$ cat src/hw/rtl/mp2d_pkg.sv
`timescale 1ns / 1ps
// ============================================================================
// mp2d_pkg
// Shared constants, register codes and control types of the mean pooling
// stream.
// ============================================================================
package mp2d_pkg;

    // Defaults of the top-level parameters.
    localparam int DEF_MAX_MAP_COLS = 1024;
    localparam int DEF_MAX_KERNEL   = 8;
    localparam int DEF_SAMPLE_WIDTH = 16;

    // Map height is capped independently of the line store depth.
    localparam int MAP_ROWS_CAP = 1024;
    localparam int ROW_AW       = $clog2(MAP_ROWS_CAP);
    localparam int ROW_GW       = ROW_AW + 2;

    // Configuration register widths.
    localparam int KERNEL_W    = 4;
    localparam int MAP_DIM_W   = 11;
    localparam int RECIP_W     = 17;
    localparam int CFG_INDEX_W = 3;
    localparam int CFG_DATA_W  = 17;

    // Configuration register indexes.
    localparam logic [CFG_INDEX_W-1:0] CFG_KERNEL_ROWS = 3'd0;
    localparam logic [CFG_INDEX_W-1:0] CFG_KERNEL_COLS = 3'd1;
    localparam logic [CFG_INDEX_W-1:0] CFG_MAP_COLS    = 3'd2;
    localparam logic [CFG_INDEX_W-1:0] CFG_MAP_ROWS    = 3'd3;
    localparam logic [CFG_INDEX_W-1:0] CFG_AREA_RECIP  = 3'd4;

    // Reset values of the configuration registers.
    localparam logic [KERNEL_W-1:0]  RST_KERNEL_ROWS = 4'd2;
    localparam logic [KERNEL_W-1:0]  RST_KERNEL_COLS = 4'd2;
    localparam logic [MAP_DIM_W-1:0] RST_MAP_COLS    = 11'd28;
    localparam logic [MAP_DIM_W-1:0] RST_MAP_ROWS    = 11'd28;
    localparam logic [RECIP_W-1:0]   RST_AREA_RECIP  = 17'd16384;

    // Q1.16 scale: 1.0 and the rounding offset.
    localparam logic [RECIP_W-1:0] RECIP_ONE  = 17'd65536;
    localparam int                 FRAC_BITS  = 16;
    localparam int                 ROUND_HALF = 32768;

    // Result queue depth (power of two).
    localparam int FIFO_DEPTH = 4;

    // Per-item control derived from the raster counters.
    typedef struct packed {
        logic in_region;
        logic first;
        logic last;
        logic row_end;
        logic map_end;
    } mp2d_tag_t;

    // Flags that travel with a result item.
    typedef struct packed {
        logic row_end;
        logic map_end;
    } mp2d_flags_t;

endpackage

$ cat src/hw/rtl/mp2d_ctrl.sv
`timescale 1ns / 1ps
// ============================================================================
// mp2d_ctrl
// Configuration registers and raster counters; tags every sample with its
// line store column and block position.
// ============================================================================
module mp2d_ctrl #(
    parameter int MAX_MAP_COLS = mp2d_pkg::DEF_MAX_MAP_COLS,
    parameter int MAX_KERNEL   = mp2d_pkg::DEF_MAX_KERNEL
) (
    input  logic                               clk,
    input  logic                               rst_n,
    input  logic                               cfg_valid,
    input  logic [mp2d_pkg::CFG_INDEX_W-1:0]   cfg_index,
    input  logic [mp2d_pkg::CFG_DATA_W-1:0]    cfg_data,
    input  logic                               accept,
    output mp2d_pkg::mp2d_tag_t                tag,
    output logic [$clog2(MAX_MAP_COLS)-1:0]    addr,
    output logic [mp2d_pkg::RECIP_W-1:0]       recip
);
    import mp2d_pkg::*;

    localparam int AW  = $clog2(MAX_MAP_COLS);
    localparam int KCW = $clog2(MAX_KERNEL);
    localparam int GW  = $clog2(MAX_MAP_COLS + 1) + 2;
    localparam int WW  = (GW > ROW_GW) ? GW : ROW_GW;

    logic [KERNEL_W-1:0]  kernel_rows_reg;
    logic [KERNEL_W-1:0]  kernel_cols_reg;
    logic [MAP_DIM_W-1:0] map_cols_reg;
    logic [MAP_DIM_W-1:0] map_rows_reg;
    logic [RECIP_W-1:0]   area_recip_reg;

    logic [KCW-1:0]    col_in_win_reg, col_in_win_next;
    logic [AW-1:0]     window_col_reg, window_col_next;
    logic [AW-1:0]     input_col_reg, input_col_next;
    logic [KCW-1:0]    row_in_win_reg, row_in_win_next;
    logic [ROW_AW-1:0] input_row_reg, input_row_next;

    logic [WW-1:0] kr, kc, mc, mr;
    logic [WW-1:0] col_start, row_start;
    logic          col_fit, col_edge, row_fit, row_edge;
    logic          geom_write;

    // Clamp the geometry registers to their legal ranges.
    always_comb
    begin
        if (kernel_rows_reg == '0)
            kr = WW'(1);
        else if (WW'(kernel_rows_reg) > WW'(MAX_KERNEL))
            kr = WW'(MAX_KERNEL);
        else
            kr = WW'(kernel_rows_reg);

        if (kernel_cols_reg == '0)
            kc = WW'(1);
        else if (WW'(kernel_cols_reg) > WW'(MAX_KERNEL))
            kc = WW'(MAX_KERNEL);
        else
            kc = WW'(kernel_cols_reg);

        if (map_cols_reg == '0)
            mc = WW'(1);
        else if (WW'(map_cols_reg) > WW'(MAX_MAP_COLS))
            mc = WW'(MAX_MAP_COLS);
        else
            mc = WW'(map_cols_reg);

        if (map_rows_reg == '0)
            mr = WW'(1);
        else if (WW'(map_rows_reg) > WW'(MAP_ROWS_CAP))
            mr = WW'(MAP_ROWS_CAP);
        else
            mr = WW'(map_rows_reg);

        recip = (area_recip_reg > RECIP_ONE) ? RECIP_ONE : area_recip_reg;
    end

    // A block lies inside the map when its first column and row plus the
    // kernel size stay within the map; the last block of a row is the one
    // after which another block would not fit.
    always_comb
    begin
        col_start = WW'(input_col_reg) - WW'(col_in_win_reg);
        row_start = WW'(input_row_reg) - WW'(row_in_win_reg);
        col_fit   = (col_start + kc) <= mc;
        col_edge  = (col_start + (kc << 1)) > mc;
        row_fit   = (row_start + kr) <= mr;
        row_edge  = (row_start + (kr << 1)) > mr;

        tag.in_region = col_fit && row_fit;
        tag.first     = (col_in_win_reg == '0) && (row_in_win_reg == '0);
        tag.last      = (WW'(col_in_win_reg) == kc - WW'(1)) &&
                        (WW'(row_in_win_reg) == kr - WW'(1));
        tag.row_end   = col_edge;
        tag.map_end   = col_edge && row_edge;
        addr          = window_col_reg;
    end

    // Raster counter advance for one accepted item.
    always_comb
    begin
        col_in_win_next = col_in_win_reg;
        window_col_next = window_col_reg;
        input_col_next  = input_col_reg;
        row_in_win_next = row_in_win_reg;
        input_row_next  = input_row_reg;

        if (WW'(col_in_win_reg) + WW'(1) >= kc)
        begin
            col_in_win_next = '0;
            window_col_next = window_col_reg + AW'(1);
        end
        else
        begin
            col_in_win_next = col_in_win_reg + KCW'(1);
        end

        input_col_next = input_col_reg + AW'(1);
        if (WW'(input_col_reg) + WW'(1) >= mc)
        begin
            input_col_next  = '0;
            col_in_win_next = '0;
            window_col_next = '0;
            if (WW'(row_in_win_reg) + WW'(1) >= kr)
                row_in_win_next = '0;
            else
                row_in_win_next = row_in_win_reg + KCW'(1);
            input_row_next = input_row_reg + ROW_AW'(1);
            if (WW'(input_row_reg) + WW'(1) >= mr)
            begin
                row_in_win_next = '0;
                input_row_next  = '0;
            end
        end
    end

    assign geom_write = cfg_valid && (cfg_index == CFG_KERNEL_ROWS ||
                                      cfg_index == CFG_KERNEL_COLS ||
                                      cfg_index == CFG_MAP_COLS ||
                                      cfg_index == CFG_MAP_ROWS);

    // Configuration register writes.
    always_ff @(posedge clk or negedge rst_n)
    begin
        if (!rst_n)
        begin
            kernel_rows_reg <= RST_KERNEL_ROWS;
            kernel_cols_reg <= RST_KERNEL_COLS;
            map_cols_reg    <= RST_MAP_COLS;
            map_rows_reg    <= RST_MAP_ROWS;
            area_recip_reg  <= RST_AREA_RECIP;
        end
        else if (cfg_valid)
        begin
            case (cfg_index)
                CFG_KERNEL_ROWS: kernel_rows_reg <= cfg_data[KERNEL_W-1:0];
                CFG_KERNEL_COLS: kernel_cols_reg <= cfg_data[KERNEL_W-1:0];
                CFG_MAP_COLS:    map_cols_reg    <= cfg_data[MAP_DIM_W-1:0];
                CFG_MAP_ROWS:    map_rows_reg    <= cfg_data[MAP_DIM_W-1:0];
                CFG_AREA_RECIP:  area_recip_reg  <= cfg_data[RECIP_W-1:0];
                default:         ;
            endcase
        end
    end

    // Raster counters; a geometry write restarts the map.
    always_ff @(posedge clk or negedge rst_n)
    begin
        if (!rst_n)
        begin
            col_in_win_reg <= '0;
            window_col_reg <= '0;
            input_col_reg  <= '0;
            row_in_win_reg <= '0;
            input_row_reg  <= '0;
        end
        else if (geom_write)
        begin
            col_in_win_reg <= '0;
            window_col_reg <= '0;
            input_col_reg  <= '0;
            row_in_win_reg <= '0;
            input_row_reg  <= '0;
        end
        else if (accept)
        begin
            col_in_win_reg <= col_in_win_next;
            window_col_reg <= window_col_next;
            input_col_reg  <= input_col_next;
            row_in_win_reg <= row_in_win_next;
            input_row_reg  <= input_row_next;
        end
    end

endmodule

$ cat config.mk
export PLATFORM = sky130hd
export DESIGN_NAME = mp2d_ctrl
export DESIGN_NICKNAME = d
export VERILOG_FILES = /design/src/hw/rtl/mp2d_pkg.sv /design/src/hw/rtl/mp2d_ctrl.sv
export SDC_FILE = /design/constraint.sdc
export NUM_CORES = 1
export LEC_CHECK = 0
export ABC_AREA = 1
export BUFFER_PORTS_ARGS = -buffer_cell sky130_fd_sc_hd__buf_2
export CAP_MARGIN = 10
export CORE_MARGIN = 4
export CORE_UTILIZATION = 55
export CTS_BUF_LIST = sky130_fd_sc_hd__clkbuf_8
export DETAILED_ROUTE_END_ITERATION = 7
export HOLD_SLACK_MARGIN = 0.02
export PLACE_DENSITY = 0.74
export SYNTH_ARGS = -nofsm -noshare
export SYNTH_HDL_FRONTEND = slang
export SYNTH_SLANG_ARGS = --single-unit
$ cat constraint.sdc
create_clock -name clk -period 12 [get_ports clk]
set_clock_uncertainty 0.2 [all_clocks]
set_input_delay 1.2 -clock clk [delete_from_list [all_inputs] [get_ports clk]]
set_output_delay 1.2 -clock clk [all_outputs]
set_load 0.005 [all_outputs]
# == After elaboration in Yosys (flattened, before gate mapping) ==
# Index checks and enable logic that the tools add are counted.
# totals
regBits,83
inputBits,24
elab_cells,100
# classes
addsub,17
magnitude_cmp,13
n_eq_ne,6
mux,29
reduce_logical,25
# op_table
cell,count
$mux 10,11
$add 13x13->13,4
$mux 11,4
$add 10x1->10 const B,3
$mux 3,9
$eq 3x13->1,2
$ge 11x13->1,2
$ge 4x13->1,2
$gt 13x13->1,2
$le 13x13->1,2
$mux 13,2
$sub 13x1->13 const B,2
$add 10x1->11 const B,2
$gt 11x11->1 const B,2
$logic_not 11->1,2
$sub 10x3->11,2
$gt 17x17->1 const B,1
$mux 17,1
$reduce_and 2->1,7
$logic_not 3->1,3
$add 3x1->4 const B,2
$gt 4x4->1 const B,2
$logic_not 4->1,2
$mux 4,2
other kinds (8),17

# == Longest topological paths before layout ==
# depth
ltp_word,9
ltp_mapped,26
mapped_depth_nobuf,26

# == Worst setup path after synthesis ==
# No wires, ideal clock.
# synth_path
path_kind,flip-flop to output port
from,register input_col_reg[0]
to,output port tag[1] (netlist bit)
arrival_time_ps,3458
setup_slack_ps,7142
stages_incl_launch_ff,24
path_cell_list,dfrtp_1 inv_1 ha_1 fa_1 inv_1 nand2_1 nand2_2 xor2_2 inv_2 ha_1 inv_1 o21ai_0 nand3_4 xnor2_1 inv_1 ha_1 nand2_1 o21a_1 nand2_1 nand2_1 nand2_1 a21oi_2 nand2_2 buf_4
# synth_between
elab_chain_len,3
# synth_lines
item,line,rtl
"start, declared",mp2d_ctrl.sv:36,"logic [AW-1:0] input_col_reg, input_col_next;"
"start signal, assigned",mp2d_ctrl.sv:190,input_col_reg <= input_col_next;
$sub 10x3->11,mp2d_ctrl.sv:84,col_start = WW'(input_col_reg) - WW'(col_in_win_reg);
$add 13x13->13,mp2d_ctrl.sv:87,col_edge = (col_start + (kc << 1)) > mc;
$gt 13x13->1,mp2d_ctrl.sv:87,
"end, declared",mp2d_ctrl.sv:17,"output mp2d_pkg::mp2d_tag_t tag,"
# No other way between the ends.

==> results.txt <==
Initial DRC Count: 373
placer's final routability congestion estimate: 0.980
final worst-path cycle share: 0.470
DRT Pass-1 Iters: 5
Max Clk Rate: 0.177 GHz
Final WS setup: 6.35 ns
Initial Util: 0.570
crit path DAT: 4.25 ns
core box area: 14000 um2
Yosys top cell area share: 0.231
status: finished, final reports clean
EDFF count, synth: 0
RSZ-0062 raised after global routing: false
Area growth, synth to finish: 7.50%
pin count of the biggest net entering global routing: 72
cts hold-fix bufs: 0
die width: 129 um
top-count cell post-synth: nand2_1
PortBufs: 55
initial antenna violation count: 0
Leak Pwr: 0.00467 uW
slew margin rel.: 0.295
area of the multi-input gates: 5180 um2
Reg power frac: 0.161
H-tree depth: 3
Post-CTS Resized: 0
wirelength, routed: 19300 um
# Max-Cap Violations: 0
FP Rows: 43
IO Pins: 56
Worst Setup Path Type: reg2out
worst skew pair latency: 0.36 ns
first-pass GRT wire length: 32400 um
Comb pwr share: 0.752
Synth area leaders: dfrtp_1 23%, ha_1 17%, nand2_1 12%
share of layout cells above drive strength 1: 0.123
startpoint types: register
WL per Instance: 14.4 um
CP max-delay cell: dfrtp_1
clock group share of total power: 0.088
Switch Pwr: 1320 uW
Crit. End Element: output pin
clk buf depth: 2
Ant. Diodes: 0
final setup fails: 0
fin crit period: 5.65 ns
max reg flops: 17
Int Power: 1140 uW
vias in the first global route: 6713
most used cell, CP: nand2_1
Mapped Area: 8010 um2
CP max FO: 5
root buf cell: clkbuf_8
asr flop ratio synth: 1.00
final max-slew violation count: 0
clk slew on worst S/H paths: 0.10 ns
DP Wirelength: 15700 um
pre-CTS setup slack: 6.74 ns
syn_area_per_cell: 7.23 um2
Hold Fails Final Rpt: 0
Max VDD drop: 0.000119 V
Crit path required time: 10.60 ns
Syn Inst Count: 1107
clk sinks: 83
synth unique cells: 52
Slew @ Worst Pin: 1.06 ns
synth warn: 0
Overflow after GRT: 0
Post-synth top cells: 266 x nand2_1, 156 x inv_1, 107 x ha_1
setup repair bufs after CTS: 0
# DRC: 0
Vias: 7205
Hold WC Path Type: reg2reg
All-Layer GR Usage: 0.240
max incr delay on CP: 0.42 ns
Seq. cell area: 2090 um2
post-synth top area cell: dfrtp_1
Die Y-Extent: 129 um
TritonCTS clock tree: built
final net count: 1288
FILL cells: 1290
Num CTS Buffers: 9
Net Sw Frac: 0.535
net count after synthesis: 1244
Seq/Total Area, Yosys: 0.261
via/cell ratio: 5.39
Seq cells post-synth: 83
die footprint: 16600 um2
post-route ant nets: 0
setup TNS: 0 ns
Pwr per Cell Area: 286 nW/um2
dominant synthesized flop cell: dfrtp_1
==> per-layer routing <==
layer | routed length [um] | vias to the layer above | track usage
li1 | - | 3696 | -
met1 | 9230 | 3290 | 0.351
met2 | 8620 | 184 | 0.381
met3 | 1040 | 35 | 0.0299
met4 | 402 | 0 | 0.0562
met5 | 0 | - | 0
==> critical path, delay by kind of cell, from the launching register on <==
family | cells | cell delay, ns
fa+ha+maj | 4 | 1.25
compound gates | 3 | 0.47
buf+inv | 7 | 0.48
flops | 1 | 0.42
xor+xnor | 2 | 0.36
simple gates | 10 | 0.90
==> area by class of cell <==
type / count / share of cell area
clock buffer: 9 / 0.0144
clock inverter: 7 / 0.00945
inverter: 163 / 0.0711
multi-input combinational: 837 / 0.602
sequential: 83 / 0.243
tap: 180 / 0.0262
timing repair buffer: 57 / 0.0340
==> path summary, 6_finish.rpt <==
kind / from / to / slack [ns] / depth (start not counted)
setup / recovery: input_row_reg[0] / tag[0] / 6.35 / 26
max in group asynchronous: rst_n / map_rows_reg[1] / 10.02 / 2
hold reg to reg: kernel_rows_reg[0] / kernel_rows_reg[0] / 0.29 / 2
hold / removal: kernel_rows_reg[0] / kernel_rows_reg[0] / 0.29 / 2
min in group asynchronous: rst_n / input_col_reg[6] / 0.46 / 1
setup reg to reg: map_rows_reg[6] / input_row_reg[0] / 8.61 / 12
==> cells by family after synthesis <==
logic type / Yosys count / share of synthesized area
AND/OR/NAND/NOR: 522 / 0.301
buffers and inverters: 187 / 0.0917
AO/OA/AOI/OAI: 145 / 0.0995
adder cells (fa/ha/maj): 113 / 0.182
flip-flops: 83 / 0.261
XOR/XNOR: 56 / 0.0631
multiplexers: 1 / 0.00141
==> cells in the final DEF, fill, tap and decap left out, drive strengths merged, types with 2 or more instances in the layout <==
| master | count |
|---|---|
| a21boi | 4 |
| a21oi | 41 |
| a31oi | 2 |
| buf | 57 |
| clkbuf | 9 |
| clkinv | 2 |
| clkinvlp | 3 |
| dfrtp | 74 |
| dfstp | 9 |
| fa | 6 |
| ha | 107 |
| inv | 164 |
| nand2 | 282 |
| nand3 | 77 |
| nand3b | 3 |
| nand4 | 22 |
| nor2 | 95 |
| nor3 | 32 |
| nor4 | 9 |
| o21a | 2 |
| o21ai | 90 |
| xnor2 | 12 |
| xor2 | 44 |
==> power by group through the flow <==
| stage | registers (uW) | clock network, uW | logic, uW |
|---|---|---|---|
| floorplan | 380 | 0 | 1460 |
| global placement | 398 | 0 | 1810 |
| detailed placement | 400 | 0 | 1840 |
| CTS | 395 | 219 | 1850 |
| global route | 404 | 231 | 2140 |
| finish | 396 | 215 | 1850 |
==> through the flow <==
stage / hold WS [ns] / instances / total power, uW / utilization / area, um2
after CTS: 0.295 / 1336 / 2470 / 0.613 / 8610
after floorplan: 0.253 / 1107 / 1840 / - / 8010
after detailed placement: 0.273 / 1320 / 2240 / 0.598 / 8400
after global routing: 0.317 / 1336 / 2770 / 0.613 / 8610
final: 0.293 / 1336 / 2460 / 0.613 / 8610
after global placement: 0.265 / 1320 / 2200 / 0.598 / 8400
Note: power is estimated with default switching activity, not from simulation.
