[config.mk]
export PLATFORM = sky130hd
export DESIGN_NAME = mp2d_scale
export DESIGN_NICKNAME = d
export VERILOG_FILES = /design/src/hw/rtl/mp2d_pkg.sv /design/src/hw/rtl/mp2d_scale.sv
export SDC_FILE = /design/constraint.sdc
export NUM_CORES = 1
export LEC_CHECK = 0
export BUFFER_PORTS_ARGS = -buffer_cell sky130_fd_sc_hd__buf_2
export CORE_MARGIN = 2
export CORE_UTILIZATION = 40
export DETAILED_ROUTE_END_ITERATION = 12
export GPL_TIMING_DRIVEN = 0
export PLACE_DENSITY_LB_ADDON = 0.12
export SETUP_SLACK_MARGIN = 0.3
export SLEW_MARGIN = 20
export SYNTH_ARGS = -nofsm -noshare
export SYNTH_HDL_FRONTEND = slang
export SYNTH_SLANG_ARGS = --single-unit
[constraint.sdc]
create_clock -name clk -period 2.6 [get_ports clk]
set_input_delay 0.39 -clock clk [delete_from_list [all_inputs] [get_ports clk]]
set_output_delay 0.39 -clock clk [all_outputs]
set_load 0.02 [all_outputs]
[src/hw/rtl/mp2d_pkg.sv]
`timescale 1ns / 1ps
// ============================================================================
// mp2d_pkg
// Shared constants, register codes and control types of the mean pooling
// stream.
// ============================================================================
package mp2d_pkg;

    // Defaults of the top-level parameters.
    localparam int DEF_MAX_MAP_COLS = 1024;
    localparam int DEF_MAX_KERNEL   = 8;
    localparam int DEF_SAMPLE_WIDTH = 16;

    // Map height is capped independently of the line store depth.
    localparam int MAP_ROWS_CAP = 1024;
    localparam int ROW_AW       = $clog2(MAP_ROWS_CAP);
    localparam int ROW_GW       = ROW_AW + 2;

    // Configuration register widths.
    localparam int KERNEL_W    = 4;
    localparam int MAP_DIM_W   = 11;
    localparam int RECIP_W     = 17;
    localparam int CFG_INDEX_W = 3;
    localparam int CFG_DATA_W  = 17;

    // Configuration register indexes.
    localparam logic [CFG_INDEX_W-1:0] CFG_KERNEL_ROWS = 3'd0;
    localparam logic [CFG_INDEX_W-1:0] CFG_KERNEL_COLS = 3'd1;
    localparam logic [CFG_INDEX_W-1:0] CFG_MAP_COLS    = 3'd2;
    localparam logic [CFG_INDEX_W-1:0] CFG_MAP_ROWS    = 3'd3;
    localparam logic [CFG_INDEX_W-1:0] CFG_AREA_RECIP  = 3'd4;

    // Reset values of the configuration registers.
    localparam logic [KERNEL_W-1:0]  RST_KERNEL_ROWS = 4'd2;
    localparam logic [KERNEL_W-1:0]  RST_KERNEL_COLS = 4'd2;
    localparam logic [MAP_DIM_W-1:0] RST_MAP_COLS    = 11'd28;
    localparam logic [MAP_DIM_W-1:0] RST_MAP_ROWS    = 11'd28;
    localparam logic [RECIP_W-1:0]   RST_AREA_RECIP  = 17'd16384;

    // Q1.16 scale: 1.0 and the rounding offset.
    localparam logic [RECIP_W-1:0] RECIP_ONE  = 17'd65536;
    localparam int                 FRAC_BITS  = 16;
    localparam int                 ROUND_HALF = 32768;

    // Result queue depth (power of two).
    localparam int FIFO_DEPTH = 4;

    // Per-item control derived from the raster counters.
    typedef struct packed {
        logic in_region;
        logic first;
        logic last;
        logic row_end;
        logic map_end;
    } mp2d_tag_t;

    // Flags that travel with a result item.
    typedef struct packed {
        logic row_end;
        logic map_end;
    } mp2d_flags_t;

endpackage

[src/hw/rtl/mp2d_scale.sv]
`timescale 1ns / 1ps
// ============================================================================
// mp2d_scale
// Multiplies a finished block sum by the area reciprocal, then rounds half
// up and saturates to the sample range.
// ============================================================================
module mp2d_scale #(
    parameter int SAMPLE_WIDTH = mp2d_pkg::DEF_SAMPLE_WIDTH,
    parameter int SUM_W        = 22
) (
    input  logic                               clk,
    input  logic                               rst_n,
    input  logic                               sum_valid,
    input  logic signed [SUM_W-1:0]            sum,
    input  mp2d_pkg::mp2d_flags_t              sum_flags,
    input  logic [mp2d_pkg::RECIP_W-1:0]       recip,
    output logic                               push,
    output logic signed [SAMPLE_WIDTH-1:0]     mean,
    output mp2d_pkg::mp2d_flags_t              mean_flags
);
    import mp2d_pkg::*;

    localparam int PW = SUM_W + RECIP_W + 2;
    localparam logic signed [PW-1:0] SAT_HI =
        {{(PW - SAMPLE_WIDTH + 1){1'b0}}, {(SAMPLE_WIDTH - 1){1'b1}}};
    localparam logic signed [PW-1:0] SAT_LO =
        {{(PW - SAMPLE_WIDTH + 1){1'b1}}, {(SAMPLE_WIDTH - 1){1'b0}}};

    logic                 s2_valid_reg;
    logic signed [PW-1:0] prod_reg;
    mp2d_flags_t          s2_flags_reg;

    logic signed [PW-1:0] sum_x, recip_x, prod_next;
    logic signed [PW-1:0] rounded, quot, sat;

    // Multiply stage.
    always_comb
    begin
        sum_x     = PW'(sum);
        recip_x   = {{(PW - RECIP_W){1'b0}}, recip};
        prod_next = sum_x * recip_x;
    end

    // Round half toward plus infinity, then saturate.
    always_comb
    begin
        rounded = prod_reg + PW'(ROUND_HALF);
        quot    = rounded >>> FRAC_BITS;
        if (quot > SAT_HI)
            sat = SAT_HI;
        else if (quot < SAT_LO)
            sat = SAT_LO;
        else
            sat = quot;
        mean = sat[SAMPLE_WIDTH-1:0];
    end

    assign push       = s2_valid_reg;
    assign mean_flags = s2_flags_reg;

    always_ff @(posedge clk or negedge rst_n)
    begin
        if (!rst_n)
            s2_valid_reg <= 1'b0;
        else
            s2_valid_reg <= sum_valid;
    end

    always_ff @(posedge clk)
    begin
        if (sum_valid)
        begin
            prod_reg     <= prod_next;
            s2_flags_reg <= sum_flags;
        end
    end

endmodule

Word-level counts from Yosys, hierarchy flattened
Cells that the tools add are included.

cells by class
  multiplexer cells = 2
  multipliers = 1
  magnitude comparators = 2
  add/subtract/negate cells = 1

operator list
  cell                                                                             count
  41-bit by 17-bit adder with 41-bit output (second input constant)                1
  22-bit by 18-bit multiplier with 40-bit output                                   1
  16-bit two-way mux                                                               2
  25-bit by 16-bit > comparator with 1-bit output (second input constant)          1
  25-bit by 16-bit less-than comparator with 1-bit output (second input constant)  1

storage, ports and cells
  bits in registers = 44
  word-level logic and storage cells = 10
  input port bits = 44
  output and inout port bits = 19

Longest topological paths before layout
Gate-level depths: netlist of run 1.

  word-level depth = 4
  mapped depth = 24
  gate-level depth less buffers = 23

Worst setup path after synthesis of run 1
OpenSTA, ideal clock, no wires.

  path type = input-to-reg
  from = input sum[21]
  to = register prod_reg[39] (data pin)
  arrival time = 6.238 ns
  setup time = 0.266 ns
  stages on the path = 21
  buffers on the path = 2
  path slack = -3.904 ns
  required time = 2.334 ns
  cell sequence = clkbuf_1 -> clkbuf_1 -> nand2_1 -> fa_1 -> fa_1 -> inv_1 -> fa_1 -> fa_1 -> fa_1 -> inv_1 -> fa_1 -> inv_1 -> ha_1 -> a21oi_1 -> o21ai_0 -> a21oi_1 -> o211ai_1 -> a31o_2 -> o41ai_4 -> mux2i_1 -> nand4_1

on the way
  word-level cells in the longest chain between the ends = 1

ends and longest elaborated chain
  element                                         RTL line          text
  start: declaration                              mp2d_scale.sv:14  input logic signed [SUM_W-1:0] sum,
  22-bit by 18-bit multiplier with 40-bit output  mp2d_scale.sv:41  prod_next = sum_x * recip_x;
  net prod_next[39]                               mp2d_scale.sv:33  logic signed [PW-1:0] sum_x, recip_x, prod_next;
  end signal: assignment                          mp2d_scale.sv:73  prod_reg <= prod_next;
  end: declaration                                mp2d_scale.sv:30  logic signed [PW-1:0] prod_reg;

The timed path passes the listed nets, and every way through them passes these cells.
A chain may end at the register's enable or synchronous reset.

Worst setup path in the final report of run 1
  from = input recip[7] (netlist name)
  to = register prod_reg[38] (data pin)

on the way
  word-level cells in the longest chain between the ends = 1

ends and longest elaborated chain
  element                                         RTL line          text
  start: declaration                              mp2d_scale.sv:16  input logic [mp2d_pkg::RECIP_W-1:0] recip,
  22-bit by 18-bit multiplier with 40-bit output  mp2d_scale.sv:41
  net prod_next[38]                               mp2d_scale.sv:33

The timed path passes the listed nets, and every way through them passes these cells.

==> results of run 1 <==
==> layout make-up <==
cell class	instances	area share, %
plain buffers	59	5.16
multi-input cells	1074	69.5
diodes	1	0.0135
inverters	454	9.25
flip-flops and latches	28	4.51
clock buffers	3	0.405
repair buffers	162	8.02
clock inverters	1	0.0203
well taps	468	3.16
==> layout by cell type (no fill, tap or decap), drive strengths merged, types with 2 or more instances in the layout <==
cell type,Yosys,routed
xor2,17,17
nand2,222,222
nand3b,2,2
nand2b,6,6
a211oi,3,3
nor4,3,3
and3,11,11
a31oi,3,3
o21bai,4,4
clkbuf,58,56
nand4,7,7
or2,4,4
o21a,4,4
a31o,3,3
xnor2,29,29
o31ai,3,3
nor3,11,11
edfxtp,27,27
fa,369,369
and2,172,172
o21ai,29,29
nand4b,2,2
nand3,12,12
o211ai,4,4
ha,96,96
a21o,5,5
nor2,16,16
mux2i,3,3
o31a,2,2
inv,454,453
buf,1,167
and4,4,4
a21oi,18,18
==> metrics by stage <==
stage	setup WS [ns]	std cells
global placement	-4.63	2144
finish	-3.45	2250
detailed placement	-4.61	2144
CTS	-3.54	2228
global route	-3.72	2249
floorplan	-3.21	1615
==> Yosys cell counts (all sizes together) <==
master     n
a211oi     3
a21boi     1
a21o       5
a21oi     18
a31o       3
a31oi      3
and2     172
and3      11
and4       4
buf        1
clkbuf    58
dfrtp      1
edfxtp    27
fa       369
ha        96
inv      454
maj3       1
mux2i      3
nand2    222
nand2b     6
nand3     12
nand3b     2
nand4      7
nand4b     2
nor2      16
nor2b      1
nor3      11
nor4       3
o2111ai    1
o211ai     4
o21a       4
o21ai     29
o21bai     4
o22a       1
o311ai     1
o31a       2
o31ai      3
o41ai      1
or2        4
or3        1
or3b       1
or4b       1
xnor2     29
xor2      17
==> logic make-up after synthesis <==
group,Yosys count,synth area share (%)
mux,3,0.203
buf+inv,513,13.1
xor+xnor,46,2.73
fa+ha+maj,466,58.2
compound gates,83,3.84
simple gates,476,16.3
flops,28,5.66
==> final timing paths <==
| path | start | endpoint |
|---|---|---|
| max | recip[7] | prod_reg[38] |
| min | sum_flags[0] | mean_flags[0] |
| max in group asynchronous | rst_n | push |
| min in group asynchronous | rst_n | push |
==> critical path, stage by stage <==
cell and delay, ns:
buf_12 0.11, clkbuf_16 0.14, buf_4 0.16, and2_4 0.14, fa_1 0.51, inv_2 0.04, fa_2 0.57, fa_1 0.43
fa_1 0.49, inv_1 0.05, fa_1 0.49, fa_1 0.57, ha_4 0.23, a21oi_4 0.16, o21ai_4 0.09, a31o_4 0.25
o21ai_4 0.22, o311ai_4 0.14, buf_12 0.16, o41ai_4 0.25, buf_4 0.20, o21bai_4 0.07, xor2_4 0.17
==> metal layers <==
metal / up-vias / global-route usage, % / routed length, um
met5: - / 0 / 0
met4: 0 / 7.35 / 1620
met3: 70 / 2.46 / 1560
met2: 202 / 43.2 / 21500
met1: 5750 / 29.3 / 17300
li1: 5001 / - / -
==> what timing repair did <==
| item | CTS | global route |
|---|---|---|
| setup buffers | 75 | 21 |
| hold buffers | 1 | 0 |
| pin swaps | 82 | 44 |
| setup endpoints to repair | 41 | 41 |
| hold endpoints to repair | 1 | 0 |
| gates resized for setup | 257 | 55 |
| gates cloned | 4 | 0 |
==> run metrics, run 1 <==
status complete, but fails checks; failing checks setup timing; hold path cells 1; first-pass GRT wire length 68.7 mm; Pre-Repair DR Iteration Count 5; Die Width 196 um; Setup CP Type in2reg; Final Hold Vio Count 0; flops & latches, synth 28; initial antenna violation count 0; Max-cap violations 0; final std cell area, no fill 18500 sq um; Die H 196 um; sequential-to-total area share from yosys stat 5.66%; area leader, netlist fa_1; CTS tree built; max-slew violations 0; share of cells above drive strength 1 21.4%; Remaining DRCs 0; fillers ~3400; setup ws final -3.45 ns; I/O Pins 63; ranking of synthesized cells by area fa_1, inv_1, ha_1; GRT overflow 0; cell area after synthesis ~15000 sq um; placed cell areas 16300 sq um; post-synth top area share 50.0%; Post-DP HPWL 34.5 mm; CP max FO 5; nets between 2000 and 2500; synth unique cells 55; RSZ-0062 raised after global routing yes; vias in the first global route 12600; PortBufs 61; gpl congestion ~0.9; CTS Buffer Depth 2; DR iter-0 viols 575; P&R area growth vs syn 25.3%; CTS buffer count 3; Max Fclk about 170 MHz; worst min path class in2reg; synthesized netlist cell count 1615; row cnt 70; CP required 2.60 ns; Final TNS setup -84.86 ns; Post-DRT Antenna Nets 0; CTS clk-pin slew, worst paths about 0.060 ns; Arr. time, crit path 6.05 ns; via count 11000; final setup fails 40; mean post-synth cell area 9.15 sq um; Worst setup SP type input port; Core Box Area ~37000 sq um; net count after synthesis 2124; Sink Count 28; max FFs per register 25; worst slew pin tran 0.622 ns; crit path time final 6.05 ns; YS warnings 0; routed wire length 41.9 mm; area of the multi-input gates 12900 sq um; relative slew slack 58.6%; worst hold slack 0.304 ns; CTS HTree Levels 1; crit share post-route 233%; FF/Latch Area 836 sq um; post-layout util 50.7%; Overall Global Routing Usage 23.6%; DIE AREA 38500 sq um; post-DR vias/cell 4.90; WL/cell roughly 19 um; Worst setup EP type flop; Initial Utilization 40.5%; largest net degree at the start of global routing 29; clock root buffer clkbuf_16
Power of run 1 is left out: the tool's default activity adds up to more than one toggle a clock period on the data nets, which glitch-free logic cannot reach.
==> run 2: changes to the inputs <==
--- a/config.mk
+++ b/config.mk
@@ -8,6 +8,7 @@
 export BUFFER_PORTS_ARGS = -buffer_cell sky130_fd_sc_hd__buf_2
 export CORE_MARGIN = 2
 export CORE_UTILIZATION = 40
+export CTS_BUF_LIST = sky130_fd_sc_hd__clkbuf_4 sky130_fd_sc_hd__clkbuf_8
 export DETAILED_ROUTE_END_ITERATION = 12
 export GPL_TIMING_DRIVEN = 0
 export PLACE_DENSITY_LB_ADDON = 0.12
==> run 2 against run 1 <==
The flow still finishes with violations (setup timing); wire length is 0.25% lower; design area is 0.21% lower; core utilization is 0.11 points lower; first-iteration DRC count is 3.0% higher; critical path type unchanged; largest cell class unchanged; highest routed layer unchanged.
==> run metrics, run 2 (same netlist as run 1, synthesis figures left out) <==
DR iter-0 viols 592; CP max FO 5; RSZ-0062 raised after global routing yes; row cnt 70; Setup CP Type in2reg; Core Box Area 36500 sq um; CTS tree built; slowest CP cell fa_2; gpl congestion 0.912; clock root buffer clkbuf_8; worst slew pin tran roughly 0.62 ns; Die Width between 150 and 200 um; cell mode on critical path fa_1; crit path time final 6.04 ns; Arr. time, crit path slightly above 6 ns; relative slew slack 58.7%; Post-DP HPWL 34.5 mm; CTS buffer count 3; worst min path class in2reg; Initial Utilization 40.5%; Pre-Repair DR Iteration Count 5; DIE AREA 38500 sq um; CTS Buffer Depth 2; Final TNS setup -84.82 ns; nets 2290; Max stage delay on crit path 0.57 ns; Max Fclk roughly 170 MHz; Worst setup EP type flop; Max-cap violations 0; routed wire length 41.8 mm; post-DR vias/cell 4.88; max FFs per register 25; Remaining DRCs 0; Overall Global Routing Usage between 20% and 30%; first-pass GRT wire length 68.6 mm; PortBufs 61; GRT overflow 0; Post-DRT Antenna Nets 0; final std cell area, no fill 18500 sq um; CTS HTree Levels 1; crit share post-route 232%; I/O Pins 63; share of cells above drive strength 1 21.3%; largest net degree at the start of global routing 29; final setup fails 40; Final Hold Vio Count 0; Worst setup SP type input port; vias in the first global route 12600; status complete, but fails checks; failing checks setup timing; via count 11000; initial antenna violation count 0; most common cell after layout, fill and taps aside inv_1; Sink Count 28; most frequent cells in the layout inv_1, fa_1, nand2_1; Die H 196 um; P&R area growth vs syn 25.1%; worst path cell trace buf_12, clkbuf_16, buf_4, and2_4, fa_1, inv_2, fa_2, fa_1, fa_1, inv_1, fa_1, fa_1, ha_4, a21oi_4, o21ai_4, a31o_4, o21ai_4, o311ai_4, buf_12, o41ai_4, buf_4, o21bai_4, xor2_4; WL/cell 18.6 um; placed cell areas around 16000 sq um; CP required about 2.6 ns; CTS clk-pin slew, worst paths 0.09 ns; setup ws final -3.44 ns; max-slew violations 0
==> run 2: changes by cell type in the layout (fill, tap and decap cells not counted), sizes merged <==
| cell | delta |
|---|---|
| diode | +1 |
| buf | -1 |
==> run 2: critical path, delay by kind of cell <==
family | cells | cell delay [ns]
adder cells (fa/ha/maj) | 7 | 3.29
AO/OA/AOI/OAI | 7 | 1.19
buffers and inverters | 7 | 0.86
XOR/XNOR | 1 | 0.17
AND/OR/NAND/NOR | 1 | 0.14
==> run 2: path summary, 6_finish.rpt <==
kind	start	endpoint	cells past startpoint
worst max-delay path	recip[7]	prod_reg[38]	23
worst min-delay path	sum_flags[0]	mean_flags[0]	1
max in group asynchronous	rst_n	push	2
min in group asynchronous	rst_n	push	2
==> run 2: area by class of cell <==
cell class	count	area, sq um
tap	468	586
antenna	2	5.00
buffer	59	956
multi-input combinational	1074	12900
timing repair buffer	161	1480
clock inverter	1	3.75
fill	3405	18000
sequential	28	836
inverter	454	1710
clock buffer	3	41.3
==> run 2: timing repair <==
| item | 4_1_cts | 5_1_grt |
|---|---|---|
| gates resized for setup | 258 | 54 |
| hold buffers | 1 | 0 |
| cloned | 4 | 0 |
| endpoints found under the setup margin | 41 | 41 |
| pin swaps | 82 | 44 |
| hold endpoints to repair | 1 | 0 |
| buffers inserted | 74 | 21 |
==> run 2: stage by stage <==
step                util [%]  worst slack, ns  hold slack (ns)  cells
detailed placement      44.6            -4.61            0.166   2144
CTS                     49.8            -3.52            0.278   2227
global route            50.6            -3.68            0.265   2248
global placement        44.6            -4.63            0.165   2144
floorplan                  -            -3.21           0.0944   1615
finish                  50.6            -3.44            0.286   2250
==> run 2: per-layer routing <==
layer | vias to the layer above | GRT usage (%) | share of wire (%)
met5 | - | 0 | 0
met4 | 0 | 7.27 | 3.7
met3 | 64 | 2.51 | 5.1
met2 | 217 | 43.1 | 51
met1 | 5717 | 29.3 | 40
li1 | 4993 | - | -
Power of run 2 is left out for the same reason.
