### config.mk
export PLATFORM = sky130hd
export DESIGN_NAME = mp2d_fifo
export DESIGN_NICKNAME = d
export VERILOG_FILES = /design/src/hw/rtl/mp2d_pkg.sv /design/src/hw/rtl/mp2d_fifo.sv
export SDC_FILE = /design/constraint.sdc
export NUM_CORES = 1
export LEC_CHECK = 0
export BUFFER_PORTS_ARGS = -buffer_cell sky130_fd_sc_hd__buf_2
export CAP_MARGIN = 20
export CORE_ASPECT_RATIO = 0.75
export CORE_UTILIZATION = 55
export DETAILED_ROUTE_END_ITERATION = 10
export GPL_ROUTABILITY_DRIVEN = 0
export PLACE_DENSITY = 0.74
export SLEW_MARGIN = 20
export SYNTH_ARGS = -nofsm -noshare
export SYNTH_HDL_FRONTEND = slang
export SYNTH_SLANG_ARGS = --single-unit
### constraint.sdc
create_clock -name clk -period 2.08 [get_ports clk]
set_input_delay 0.416 -clock clk [delete_from_list [all_inputs] [get_ports clk]]
set_output_delay 0.416 -clock clk [all_outputs]
set_load 0.01 [all_outputs]
### src/hw/rtl/mp2d_pkg.sv
`timescale 1ns / 1ps
// ============================================================================
// mp2d_pkg
// Shared constants, register codes and control types of the mean pooling
// stream.
// ============================================================================
package mp2d_pkg;

    // Defaults of the top-level parameters.
    localparam int DEF_MAX_MAP_COLS = 1024;
    localparam int DEF_MAX_KERNEL   = 8;
    localparam int DEF_SAMPLE_WIDTH = 16;

    // Map height is capped independently of the line store depth.
    localparam int MAP_ROWS_CAP = 1024;
    localparam int ROW_AW       = $clog2(MAP_ROWS_CAP);
    localparam int ROW_GW       = ROW_AW + 2;

    // Configuration register widths.
    localparam int KERNEL_W    = 4;
    localparam int MAP_DIM_W   = 11;
    localparam int RECIP_W     = 17;
    localparam int CFG_INDEX_W = 3;
    localparam int CFG_DATA_W  = 17;

    // Configuration register indexes.
    localparam logic [CFG_INDEX_W-1:0] CFG_KERNEL_ROWS = 3'd0;
    localparam logic [CFG_INDEX_W-1:0] CFG_KERNEL_COLS = 3'd1;
    localparam logic [CFG_INDEX_W-1:0] CFG_MAP_COLS    = 3'd2;
    localparam logic [CFG_INDEX_W-1:0] CFG_MAP_ROWS    = 3'd3;
    localparam logic [CFG_INDEX_W-1:0] CFG_AREA_RECIP  = 3'd4;

    // Reset values of the configuration registers.
    localparam logic [KERNEL_W-1:0]  RST_KERNEL_ROWS = 4'd2;
    localparam logic [KERNEL_W-1:0]  RST_KERNEL_COLS = 4'd2;
    localparam logic [MAP_DIM_W-1:0] RST_MAP_COLS    = 11'd28;
    localparam logic [MAP_DIM_W-1:0] RST_MAP_ROWS    = 11'd28;
    localparam logic [RECIP_W-1:0]   RST_AREA_RECIP  = 17'd16384;

    // Q1.16 scale: 1.0 and the rounding offset.
    localparam logic [RECIP_W-1:0] RECIP_ONE  = 17'd65536;
    localparam int                 FRAC_BITS  = 16;
    localparam int                 ROUND_HALF = 32768;

    // Result queue depth (power of two).
    localparam int FIFO_DEPTH = 4;

    // Per-item control derived from the raster counters.
    typedef struct packed {
        logic in_region;
        logic first;
        logic last;
        logic row_end;
        logic map_end;
    } mp2d_tag_t;

    // Flags that travel with a result item.
    typedef struct packed {
        logic row_end;
        logic map_end;
    } mp2d_flags_t;

endpackage

### src/hw/rtl/mp2d_fifo.sv
`timescale 1ns / 1ps
// ============================================================================
// mp2d_fifo
// Small result queue that decouples the pipeline from the output handshake.
// ============================================================================
module mp2d_fifo #(
    parameter int SAMPLE_WIDTH = mp2d_pkg::DEF_SAMPLE_WIDTH
) (
    input  logic                                        clk,
    input  logic                                        rst_n,
    input  logic                                        push,
    input  logic signed [SAMPLE_WIDTH-1:0]              push_mean,
    input  mp2d_pkg::mp2d_flags_t                       push_flags,
    input  logic                                        pop,
    output logic                                        not_empty,
    output logic signed [SAMPLE_WIDTH-1:0]              head_mean,
    output mp2d_pkg::mp2d_flags_t                       head_flags,
    output logic [$clog2(mp2d_pkg::FIFO_DEPTH+1)-1:0]   count
);
    import mp2d_pkg::*;

    localparam int PTR_W = $clog2(FIFO_DEPTH);
    localparam int CNT_W = $clog2(FIFO_DEPTH + 1);

    logic signed [SAMPLE_WIDTH-1:0] mean_mem  [FIFO_DEPTH];
    mp2d_flags_t                    flags_mem [FIFO_DEPTH];

    logic [PTR_W-1:0] wr_ptr_reg, rd_ptr_reg;
    logic [CNT_W-1:0] count_reg;

    assign not_empty  = (count_reg != '0);
    assign head_mean  = mean_mem[rd_ptr_reg];
    assign head_flags = flags_mem[rd_ptr_reg];
    assign count      = count_reg;

    // Queue storage.
    always_ff @(posedge clk)
    begin
        if (push)
        begin
            mean_mem[wr_ptr_reg]  <= push_mean;
            flags_mem[wr_ptr_reg] <= push_flags;
        end
    end

    // Pointers and fill count.
    always_ff @(posedge clk or negedge rst_n)
    begin
        if (!rst_n)
        begin
            wr_ptr_reg <= '0;
            rd_ptr_reg <= '0;
            count_reg  <= '0;
        end
        else
        begin
            if (push)
                wr_ptr_reg <= wr_ptr_reg + PTR_W'(1);
            if (pop)
                rd_ptr_reg <= rd_ptr_reg + PTR_W'(1);
            if (push && !pop)
                count_reg <= count_reg + CNT_W'(1);
            else if (pop && !push)
                count_reg <= count_reg - CNT_W'(1);
        end
    end

endmodule
==> After elaboration in Yosys (flattened, before gate mapping) <==
Memory sizes are Yosys's and may differ from the RTL's.
Index checks and enable logic that the tools add are counted.
W data, S select, Z words.
{ "totals": {"memories": 2, "output_inout_bits": 22, "reg_bits": 7, "wordCells": 19, "ram_bits": 72, "latchBits": 0, "inputBits": 22, "rom_bits": 0} }
{ "memory_table": {"columns": ["memory", "words", "word_bits", "rd", "rd_clocked_by_memory_dff", "wr", "line", "rtl"], "rows": [
  ["mean_mem", 4, 16, 1, 0, 1, "mp2d_fifo.sv:25", "logic signed [SAMPLE_WIDTH-1:0] mean_mem [FIFO_DEPTH];"],
  ["flags_mem", 4, 2, 1, 0, 1, "mp2d_fifo.sv:26", "mp2d_flags_t flags_mem [FIFO_DEPTH];"]
]} }
{ "op_classes": {"eq_ne": 0, "mux": 4, "n_shift": 0, "n_bitwise": 0, "order_cmp": 0, "n_reduce_logical": 6, "div_mod_pow": 0, "addsub": 4, "mul": 0} }
{ "ops": {"columns": ["cell", "count"], "rows": [
  ["$mux W3", 2],
  ["$add A2 B1 Y2 const B", 2],
  ["$add A3 B1 Y3 const B", 1],
  ["$reduce_bool A3 Y1", 1],
  ["$sub A3 B1 Y3 const B", 1],
  ["$logic_and A1 B1 Y1", 2],
  ["$logic_not A1 Y1", 2],
  ["$mux W1", 2],
  ["$reduce_bool A2 Y1", 1]
]} }

==> Longest topological paths before layout <==
Gate-level depths: netlist (run 1).
{ "depth": {"depth_word": 4, "ltp_mapped": 7, "mapped_depth_nobuf": 7} }

==> Worst setup path before layout (run 1) <==
Ideal clock, no wire load.
{ "synth_timing": {"path_type": "register to output", "from": "register rd_ptr_reg[0]", "to": "output port head_flags[0] in the netlist's numbering", "t_arrival_ns": 1.068, "slack_ns": 0.596, "stages_incl_launch_ff": 3, "required_ns": 1.664, "path_cell_list": "dfrtp_1 > buf_6 > mux4_2"} }
{ "synth_rtl": {"columns": ["item", "line", "rtl"], "rows": [
  ["start, declared", "mp2d_fifo.sv:28", "logic [PTR_W-1:0] wr_ptr_reg, rd_ptr_reg;"],
  ["start signal, assigned", "mp2d_fifo.sv:60", "rd_ptr_reg <= rd_ptr_reg + PTR_W'(1);"],
  ["end, declared", "mp2d_fifo.sv:17", "output mp2d_pkg::mp2d_flags_t head_flags,"]
]} }

==> Worst setup path in the final report (run 1) <==
{ "layout_timing": {"from": "register rd_ptr_reg[0]", "to": "output port head_mean[10]"} }
{ "layout_via": {"elab_chain_cells": 1} }
{ "layout_lines": {"columns": ["item", "line", "rtl"], "rows": [
  ["$mem_v2 Z4 W16", null, null],
  ["end, declared", "mp2d_fifo.sv:16", "output logic signed [SAMPLE_WIDTH-1:0] head_mean,"]
]} }
No other way between the ends.

==> metrics, run 1 <==
proportion of power drawn by flip-flops and latches=45.1%; total global routing overflow=0; Avg WL per Cell=20.0 microns; aggregate negative setup slack=0 ns; number of max-capacitance violations reported=0; number of H-tree branching levels=3; # IOs=44; part of the Yosys area used for sequential elements=78.3%; final routed DRC violation total=0; Layout Nets=213; net count after synthesis=155; number of buffers on the longest clock path=2; Arr. time, crit path=between 1.5 and 2 ns; worst supply voltage drop on vdd=0.779 mV; overall die area=0.00573 sq mm; PwrDens=1410 mW/mm^2; effective utilization at floorplan=between 50% and 60%; maximum number of pins on one net before global-route repair=20; Comb pwr share=between 30% and 40%; final total power=around 5.2 mW; crit share post-route=97.9%; cell internal power dissipation=3.68 mW; startpoint type of the worst setup path=flip-flop; TritonCTS Sinks=79; Mean Syn Cell Area=23.5 sq um; number of non-filler instances in the completed layout=about 260; top achievable clock speed=around 0.49 GHz; antenna-violating nets left=0; Hold Fails Final Rpt=0; critical path data required time=1.66 ns; count of routing violations after the opening detailed-route iteration=84; RSZ-0062 raised after global routing=yes; run status=complete, no violations; most common cell after layout, fill and taps aside=sky130_fd_sc_hd__edfxtp_1; Clock Latency Late Sink=roughly 0.34 ns; core area=0.00506 sq mm; setup fix buffers added after clock tree synthesis=0; Worst Setup Slack, final=0.0430 ns; post-detailed-routing wire length=5.24 mm; library cells used by synthesis=17; global-route wire length before repair=8.26 mm; critical path peak fanout=7; Slew Limit Headroom=68.0%; Hold WC Path Type=primary input to flip-flop; via count of the first global-routing pass=1,535; cell count after placement=around 240; Area Growth Syn to Fin=22.4%; clock buffers created by TritonCTS=9; final count of pins violating max slew=0; leakage power summed over all cells=around 1.3 nW; endpoint type of the worst setup path=primary output; YS warnings=0; antenna diode count=0; WS Path Type=flip-flop to primary output; Clk Tree Root Cell=sky130_fd_sc_hd__clkbuf_8; CTS clk-pin slew, worst paths=0.07 ns; Post-Route Hold Slack=about 0.29 ns; switching part of the total=28.7%; mapped cell area=0.00299 sq mm; Die Span Y=~66 microns; number of failing setup endpoints in the final timing report=0; number of optimization iterations in the first detailed-route pass=4; Worst Tran Pin Value=0.480 ns; GRT Util Overall=21.2%; clock network fraction of design power=22.9%; CTS tree=built; register bit count reported by yosys=slightly below 80; total vias in the final route=1,439; number of flip-flops under the largest register name=64; post-synthesis cell count=approximately 130; minimum setup slack after placement=0.157 ns; Final Critical Period=2.04 ns; most used cells in the layout excluding fill and tap cells=72 x sky130_fd_sc_hd__edfxtp_1, 37 x sky130_fd_sc_hd__buf_2, 18 x sky130_fd_sc_hd__mux4_2, 9 x sky130_fd_sc_hd__clkbuf_8, 7 x sky130_fd_sc_hd__buf_6; antenna violations before repair=0; count of input and output buffers=43; post-DR vias/cell=5.49; Worst Clk Skew=approximately 0.0042 ns; row count=22; switching power total=1.48 mW; dpl hpwl=3.39 mm; width of the die=87.1 microns; fraction of layout instances using a drive strength above 1=45.3%
-- critical path: stages (launching register included) --
cell and delay (ns):
sky130_fd_sc_hd__dfrtp_2 0.45, sky130_fd_sc_hd__clkbuf_16 0.19, sky130_fd_sc_hd__mux4_2 0.51, sky130_fd_sc_hd__buf_6 0.14
-- cell type report --
| class | instances | area, sq um |
|---|---|---|
| timing repair buffer | 51 | 399 |
| inverter | 4 | 15.0 |
| clock inverter | 7 | 87.6 |
| sequential | 79 | 2340 |
| multi-input combinational | 40 | 599 |
| tap | 72 | 90.1 |
| clock buffer | 9 | 124 |
| fill | 316 | 1410 |
-- logic make-up (layout without fill, tap and decap cells) --
logic type               Yosys count  in the layout  share of synthesized area, %
AO/OA/AOI/OAI                      1              1                         0.167
XOR/XNOR                           6              6                          1.76
adder cells (fa/ha/maj)            6              6                          2.77
buffers and inverters              8             71                          1.68
flip-flops                        79             79                          78.3
multiplexers                      19             19                          14.0
AND/OR/NAND/NOR                    8              8                          1.42
-- worst paths after layout --
| kind | from | end | slack, ns | cells after the start |
|---|---|---|---|---|
| hold / removal | pop | rd_ptr_reg[0] | 0.29 | 2 |
| min in group asynchronous | rst_n | count[1] | 0.45 | 2 |
| max in group asynchronous | rst_n | rd_ptr_reg[1] | 1.46 | 2 |
| setup / recovery | rd_ptr_reg[0] | head_mean[10] | 0.04 | 3 |
| setup reg to reg | wr_ptr_reg[1] | mean_mem[1][2] | 0.48 | 4 |
| hold reg to reg | count[2] | count[2] | 0.52 | 1 |
-- metal layers --
metal  wire length [microns]  up-vias  global-route usage (%)  share of wire (%)
met2                    2620       65                    33.7                 50
met4                      30        0                    6.15               0.57
met5                       0        -                       0                  0
met3                     311        4                    8.61                5.9
met1                    2280      739                    27.4                 43
li1                        -      631                       -                  -
-- power groups by stage --
stage	sequential, mW	clock (mW)	combinational (mW)
final	2.32	1.18	1.65
after global routing	2.36	1.27	1.78
after CTS	2.32	1.21	1.52
after detailed placement	2.35	0	1.51
after global placement	2.31	0	1.46
after floorplan	2.23	0	0.984
-- stage by stage --
stage / area [sq um] / util (%)
floorplan: 2990 / -
global placement: 3360 / 66.4
detailed placement: 3360 / 66.4
CTS: 3590 / 70.8
global route: 3650 / 72.2
finish: 3650 / 72.2
-- synth_stat cells --
cell type | n | area, sq um
sky130_fd_sc_hd__xor2_1 | 4 | 35.0
sky130_fd_sc_hd__buf_4 | 1 | 7.51
sky130_fd_sc_hd__dfrtp_1 | 7 | 175
sky130_fd_sc_hd__xnor2_1 | 2 | 17.5
sky130_fd_sc_hd__inv_1 | 4 | 15.0
sky130_fd_sc_hd__o21ai_0 | 1 | 5.00
sky130_fd_sc_hd__nor2_1 | 1 | 3.75
sky130_fd_sc_hd__ha_1 | 5 | 62.6
sky130_fd_sc_hd__fa_1 | 1 | 20.0
sky130_fd_sc_hd__mux2_2 | 1 | 11.3
sky130_fd_sc_hd__buf_6 | 2 | 22.5
sky130_fd_sc_hd__mux4_2 | 18 | 405
sky130_fd_sc_hd__edfxtp_1 | 72 | 2160
sky130_fd_sc_hd__nand2_1 | 2 | 7.51
sky130_fd_sc_hd__buf_2 | 1 | 5.00
sky130_fd_sc_hd__and2_1 | 4 | 25.0
sky130_fd_sc_hd__or3_1 | 1 | 6.26
-- what timing repair did --
item / 4_1_cts / 5_1_grt
endpoints found under the setup margin: 18 / 17
hold buffers: 1 / 0
cloned: 0 / 1
gates resized for setup: 1 / 8
endpoints found under the hold margin: 7 / 0
Power figures use the tool's default switching activity.
==> run 2: changes to the inputs <==
--- a/config.mk
+++ b/config.mk
@@ -7,11 +7,13 @@
 export LEC_CHECK = 0
 export BUFFER_PORTS_ARGS = -buffer_cell sky130_fd_sc_hd__buf_2
 export CAP_MARGIN = 20
+export CELL_PAD_IN_SITES_DETAIL_PLACEMENT = 0
+export CELL_PAD_IN_SITES_GLOBAL_PLACEMENT = 1
 export CORE_ASPECT_RATIO = 0.75
-export CORE_UTILIZATION = 55
+export CORE_UTILIZATION = 49
 export DETAILED_ROUTE_END_ITERATION = 10
 export GPL_ROUTABILITY_DRIVEN = 0
-export PLACE_DENSITY = 0.74
+export PLACE_DENSITY = 0.75
 export SLEW_MARGIN = 20
 export SYNTH_ARGS = -nofsm -noshare
 export SYNTH_HDL_FRONTEND = slang
==> run 2 against run 1 <==
  * Clock power decreased by 16%
  * Sequential share of layout area increased by 0.52 points
  * First-iteration DRC count decreased by 9.5%
  * Register-to-register slack improved by 0.21 ns
  * Cell area decreased by 0.86%
  * Via count decreased by 3.1%
==> metrics, run 2 (synthesized netlist as in run 1, its figures left out) <==
run status=complete, no violations; CTS clk-pin slew, worst paths=0.09 ns (+0.02 ns); GRT Util Overall=17.0% (-4.2 points); worst supply voltage drop on vdd=0.576 mV (-26%); Final Critical Period=2.05 ns (+0.0170 ns); count of input and output buffers=43 (unchanged); Worst Clk Skew=0.00820 ns (+0.00395 ns); TritonCTS Sinks=79 (unchanged); most used cells in the layout excluding fill and tap cells=72 x sky130_fd_sc_hd__edfxtp_1, 32 x sky130_fd_sc_hd__buf_2, 18 x sky130_fd_sc_hd__mux4_2, 11 x sky130_fd_sc_hd__buf_6, 9 x sky130_fd_sc_hd__clkbuf_8; count of routing violations after the opening detailed-route iteration=76 (-9.5%); number of buffers on the longest clock path=2 (unchanged); maximum number of pins on one net before global-route repair=19 (-5.0%); minimum setup slack after placement=0.330 ns (+0.173 ns); Layout Nets=215 (+0.94%); # IOs=44 (unchanged); total global routing overflow=0 (unchanged); WS Path Type=flip-flop to primary output; critical path launch point=rd_ptr_reg[0]; post-detailed-routing wire length=4.76 mm (-9.1%); global-route wire length before repair=7.62 mm (-7.7%); effective utilization at floorplan=51.0% (-8.0 points); crit share post-route=98.8% (+0.82 points); Avg WL per Cell=17.6 microns (-12%); Hold Fails Final Rpt=0 (unchanged); final count of pins violating max slew=0 (unchanged); Hold WC Path Type=primary input to flip-flop; top achievable clock speed=0.487 GHz (-0.83%); Worst Setup Slack, final=0.0260 ns (-0.0170 ns); core area=0.00586 sq mm (+16%); Die Span Y=69.6 microns (+5.8%); number of failing setup endpoints in the final timing report=0 (unchanged); number of flip-flops under the largest register name=64 (unchanged); row count=24 (+9.1%); source of the worst register-to-register timing path=wr_ptr_reg[0]; antenna diode count=0 (unchanged); number of optimization iterations in the first detailed-route pass=4 (unchanged); post-DR vias/cell=5.16 (-6.0%); dpl hpwl=2.99 mm (-12%); Area Growth Syn to Fin=21.3%; aggregate negative setup slack=0 ns (unchanged); startpoint type of the worst setup path=flip-flop; RSZ-0062 raised after global routing=yes; total vias in the final route=1,394 (-3.1%); Clk Tree Root Cell=sky130_fd_sc_hd__clkbuf_8; PwrDens=1370 mW/mm^2 (-2.9%); leakage power summed over all cells=1.31 nW (-1.1%); Arr. time, crit path=1.64 ns (+0.02 ns); Slew Limit Headroom=81.7% (+14 points); via count of the first global-routing pass=1,514 (-1.4%); critical path data required time=1.66 ns (about the same); Worst Tran Pin Value=0.275 ns (-0.205 ns); number of H-tree branching levels=3 (unchanged); most common cell after layout, fill and taps aside=sky130_fd_sc_hd__edfxtp_1; endpoint type of the worst setup path=primary output; antenna-violating nets left=0 (unchanged); Hold Crit Start=push_mean[9]; final routed DRC violation total=0 (unchanged); number of max-capacitance violations reported=0 (unchanged); Clock Latency Late Sink=0.35 ns (about the same); fraction of layout instances using a drive strength above 1=45.3% (+0.049 points); clock buffers created by TritonCTS=9 (unchanged); width of the die=92.2 microns (+5.8%); overall die area=0.00641 sq mm (+12%); antenna violations before repair=0 (unchanged); critical path peak fanout=9 (+2); CTS tree=built
-- run 2: changes by cell type in the layout (fill, tap and decap cells not counted) --
cell and delta:
sky130_fd_sc_hd__buf_4 +7, sky130_fd_sc_hd__buf_2 -5, sky130_fd_sc_hd__buf_12 -4, sky130_fd_sc_hd__buf_6 +4
sky130_fd_sc_hd__clkinv_2 -3, sky130_fd_sc_hd__bufinv_16 -2, sky130_fd_sc_hd__clkinv_4 +2, sky130_fd_sc_hd__inv_6 +2
sky130_fd_sc_hd__buf_16 +1, sky130_fd_sc_hd__clkbuf_16 -1, sky130_fd_sc_hd__clkinvlp_4 +1, sky130_fd_sc_hd__dfrtp_1 +1
sky130_fd_sc_hd__dfrtp_2 -1
-- run 2: power breakdown --
part           leakage (nW)  total, mW  switching (mW)  internal (mW)
combinational         0.478       1.73           0.780          0.955
sequential            0.742       2.23           0.136           2.10
clock                0.0878      0.996           0.553          0.442
total                  1.31       4.96            1.47           3.49
-- run 2: worst max-delay path, cell delays in order, from the launching register on --
cell                      delay (ns)
sky130_fd_sc_hd__dfrtp_2        0.45
sky130_fd_sc_hd__buf_12         0.17
sky130_fd_sc_hd__mux4_2         0.53
sky130_fd_sc_hd__buf_6          0.14
-- run 2: per-layer routing --
layer | share of wire (%) | global-route usage, % | vias up
met5 | 0 | 0 | -
met4 | 1.5 | 5.38 | 0
met3 | 4.7 | 7.35 | 7
met2 | 51 | 27.9 | 42
met1 | 43 | 20.2 | 712
li1 | - | - | 633
-- run 2: cell type report --
type                    count  area (sq um)
flip-flops and latches     79          2340
well taps                  78          97.6
inverters                   4          15.0
clock buffers               9           124
fillers                   425          2230
repair buffers             53           394
clock inverters             7          55.1
multi-input cells          40           599
-- run 2: what timing repair did --
item                                   in CTS  in global routing
gates resized for setup                     2                 11
hold buffers                                1                  0
buffers inserted                            1                  0
endpoints found under the hold margin       7                  0
cloned                                      1                  0
setup endpoints to repair                  18                 18
-- run 2: worst paths after layout --
check | end | slack, ns | cells past startpoint
hold / removal | mean_mem[0][9] | 0.28 | 1
min in group asynchronous | count[2] | 0.43 | 2
setup / recovery | head_mean[2] | 0.03 | 3
setup reg to reg | flags_mem[2][0] | 0.69 | 4
hold reg to reg | count[2] | 0.49 | 1
max in group asynchronous | rd_ptr_reg[0] | 1.48 | 2
-- run 2: stage by stage --
stage | utilization, % | hold slack [ns] | instance area [sq um] | total power [mW] | instances
after floorplan | - | 0.120 | 2990 | 3.22 | 127
after global placement | 56.9 | 0.255 | 3330 | 3.69 | 251
after detailed placement | 56.9 | 0.261 | 3330 | 3.76 | 251
after CTS | 60.7 | 0.262 | 3550 | 4.85 | 270
after global routing | 61.9 | 0.251 | 3620 | 5.22 | 270
final | 61.9 | 0.279 | 3620 | 4.96 | 270
==> run 3: changes to the inputs <==
--- a/config.mk
+++ b/config.mk
@@ -7,7 +7,7 @@
 export LEC_CHECK = 0
 export BUFFER_PORTS_ARGS = -buffer_cell sky130_fd_sc_hd__buf_2
 export CAP_MARGIN = 20
-export CELL_PAD_IN_SITES_DETAIL_PLACEMENT = 0
+export CELL_PAD_IN_SITES_DETAIL_PLACEMENT = 1
 export CELL_PAD_IN_SITES_GLOBAL_PLACEMENT = 1
 export CORE_ASPECT_RATIO = 0.75
 export CORE_UTILIZATION = 49
==> run 3 against run 2 <==
  * Count of clock-buffer cells in the layout up 1
  * Flip-flop and latch count unchanged
  * Global-route usage up 1.1 points
  * Worst hold slack better by 0.0060 ns
  * Register-to-register slack worse by 0.03 ns
  * Power up 5.3%
  * Fmax down 0.83%
  * Largest power group unchanged
  * Highest routed layer unchanged
==> metrics, run 3 (synthesized netlist as in run 1, its figures left out) <==
leakage power summed over all cells=1.33 nW (+1.4%); number of flip-flops under the largest register name=64 (unchanged); Clk Tree Root Cell=sky130_fd_sc_hd__clkbuf_8; number of max-capacitance violations reported=0 (unchanged); worst supply voltage drop on vdd=0.598 mV (+3.8%); total vias in the final route=1,395 (+0.072%); number of buffers on the longest clock path=2 (unchanged); startpoint type of the worst setup path=flip-flop; Clock Latency Late Sink=0.34 ns (about the same); Slew Limit Headroom=81.0% (-0.70 points); TritonCTS Sinks=79 (unchanged); number of failing setup endpoints in the final timing report=0 (unchanged); endpoint type of the worst setup path=primary output; CTS tree=built; Hold Fails Final Rpt=0 (unchanged); Arr. time, crit path=1.66 ns (+0.02 ns); Area Growth Syn to Fin=22.9%; critical path data required time=1.66 ns (about the same); source of the worst register-to-register timing path=wr_ptr_reg[0]; Hold WC Path Type=primary input to flip-flop; Layout Nets=215 (unchanged); dpl hpwl=3.36 mm (+12%); critical path launch point=rd_ptr_reg[0]; overall die area=0.00641 sq mm (unchanged); worst stage delay on the critical path=0.53 ns (about the same); antenna violations before repair=0 (unchanged); Die Span Y=69.6 microns (unchanged); critical path peak fanout=9 (unchanged); top achievable clock speed=0.483 GHz (-0.83%); minimum setup slack after placement=0.311 ns (-0.0187 ns); post-DR vias/cell=5.17 (about the same); count of input and output buffers=43 (unchanged); post-detailed-routing wire length=5.13 mm (+7.6%); number of H-tree branching levels=3 (unchanged); global-route wire length before repair=8.27 mm (+8.5%); GRT Util Overall=18.1% (+1.1 points); Worst Tran Pin Value=0.285 ns (+0.0104 ns); ordered cell list for the critical path=buf_12 > mux4_2 > buf_6; WS Path Type=flip-flop to primary output; PwrDens=1420 mW/mm^2 (+3.9%); effective utilization at floorplan=51.0% (unchanged); antenna-violating nets left=0 (unchanged); antenna diode count=0 (unchanged); final routed DRC violation total=0 (unchanged); width of the die=92.2 microns (unchanged); Worst Setup Slack, final=0.00879 ns (-0.0172 ns); final count of pins violating max slew=0 (unchanged); Avg WL per Cell=19.0 microns (+7.6%); row count=24 (unchanged); clock buffers created by TritonCTS=9 (unchanged); slowest stage cell, crit path=sky130_fd_sc_hd__mux4_2; fraction of layout instances using a drive strength above 1=45.3% (unchanged); number of filler cells placed in the layout=511 (+20%); cell family with most CP delay=multiplexers; count of routing violations after the opening detailed-route iteration=47 (-38%); core area=0.00586 sq mm (unchanged); Final Critical Period=2.07 ns (+0.0172 ns); crit share post-route=99.6% (+0.83 points); number of optimization iterations in the first detailed-route pass=4 (unchanged); via count of the first global-routing pass=1,565 (+3.4%); RSZ-0062 raised after global routing=yes; most used cells in the layout excluding fill and tap cells=72 x sky130_fd_sc_hd__edfxtp_1, 31 x sky130_fd_sc_hd__buf_2, 18 x sky130_fd_sc_hd__mux4_2, 12 x sky130_fd_sc_hd__buf_6, 9 x sky130_fd_sc_hd__clkbuf_8; critical path buffer and inverter count=2 (unchanged); most common cell after layout, fill and taps aside=sky130_fd_sc_hd__edfxtp_1; # IOs=44 (unchanged); post-layout utilization of the core=62.7% (+0.81 points); Worst Clk Skew=0.00933 ns (+0.00112 ns); run status=complete, no violations; Hold Crit Start=pop; maximum number of pins on one net before global-route repair=19 (unchanged); total global routing overflow=0 (unchanged); CTS clk-pin slew, worst paths=0.08 ns (about the same)
==> run 3: changes by cell type in the layout (fill, tap and decap cells not counted) <==
cell and delta:
sky130_fd_sc_hd__clkinvlp_4 +1, sky130_fd_sc_hd__clkinv_4 -3, sky130_fd_sc_hd__buf_6 +1, sky130_fd_sc_hd__clkinv_1 -1
sky130_fd_sc_hd__bufinv_16 +2, sky130_fd_sc_hd__buf_2 -1, sky130_fd_sc_hd__clkbuf_1 +1
==> run 3: worst paths after layout <==
kind                                    to  slack, ns  cells past startpoint
max in group asynchronous    rd_ptr_reg[0]       1.49                      2
max reg2reg                mean_mem[2][10]       0.66                      4
max                           head_mean[2]      0.009                      3
min reg2reg                       count[2]       0.50                      1
min                          rd_ptr_reg[0]       0.28                      2
min in group asynchronous    rd_ptr_reg[0]       0.43                      2
==> run 3: per-layer routing <==
layer	vias up	GRT usage [%]	part of all wire (%)
li1	630	-	-
met1	728	22.6	42
met2	34	30.8	53
met3	3	6.36	3.8
met4	0	3.65	0.66
met5	-	0	0
==> run 3: power by group <==
group	leakage, nW	switching (mW)	total [mW]	internal, mW
clock	0.104	0.530	1.21	0.684
sequential	0.742	0.146	2.24	2.10
combinational	0.480	0.796	1.77	0.969
total	1.33	1.47	5.22	3.75
==> run 3: layout make-up <==
class                      count  area [sq um]  area share [%]
clock inverter                 6          92.6            2.52
sequential                    79          2340            63.7
multi-input combinational     40           599            16.3
clock buffer                  10           128            3.48
tap                           78          97.6            2.66
timing repair buffer          53           400            10.9
inverter                       4          15.0           0.409
==> run 3: timing repair <==
item	in CTS	in global routing
pin swaps	0	0
gates resized for setup	3	11
hold buffers	1	0
endpoints found under the hold margin	7	0
cloned	1	0
buffers inserted	1	0
endpoints found under the setup margin	18	18
==> run 3: stage by stage <==
step	area [sq um]	power [mW]	instances	hold slack, ns	setup TNS, ns
after detailed placement	3330	3.78	251	0.260	0
after floorplan	2990	3.22	127	0.120	0
after global placement	3330	3.69	251	0.255	0
after global routing	3670	5.49	270	0.263	-0.551
final	3670	5.22	270	0.285	0
after CTS	3600	5.11	270	0.266	-0.0191
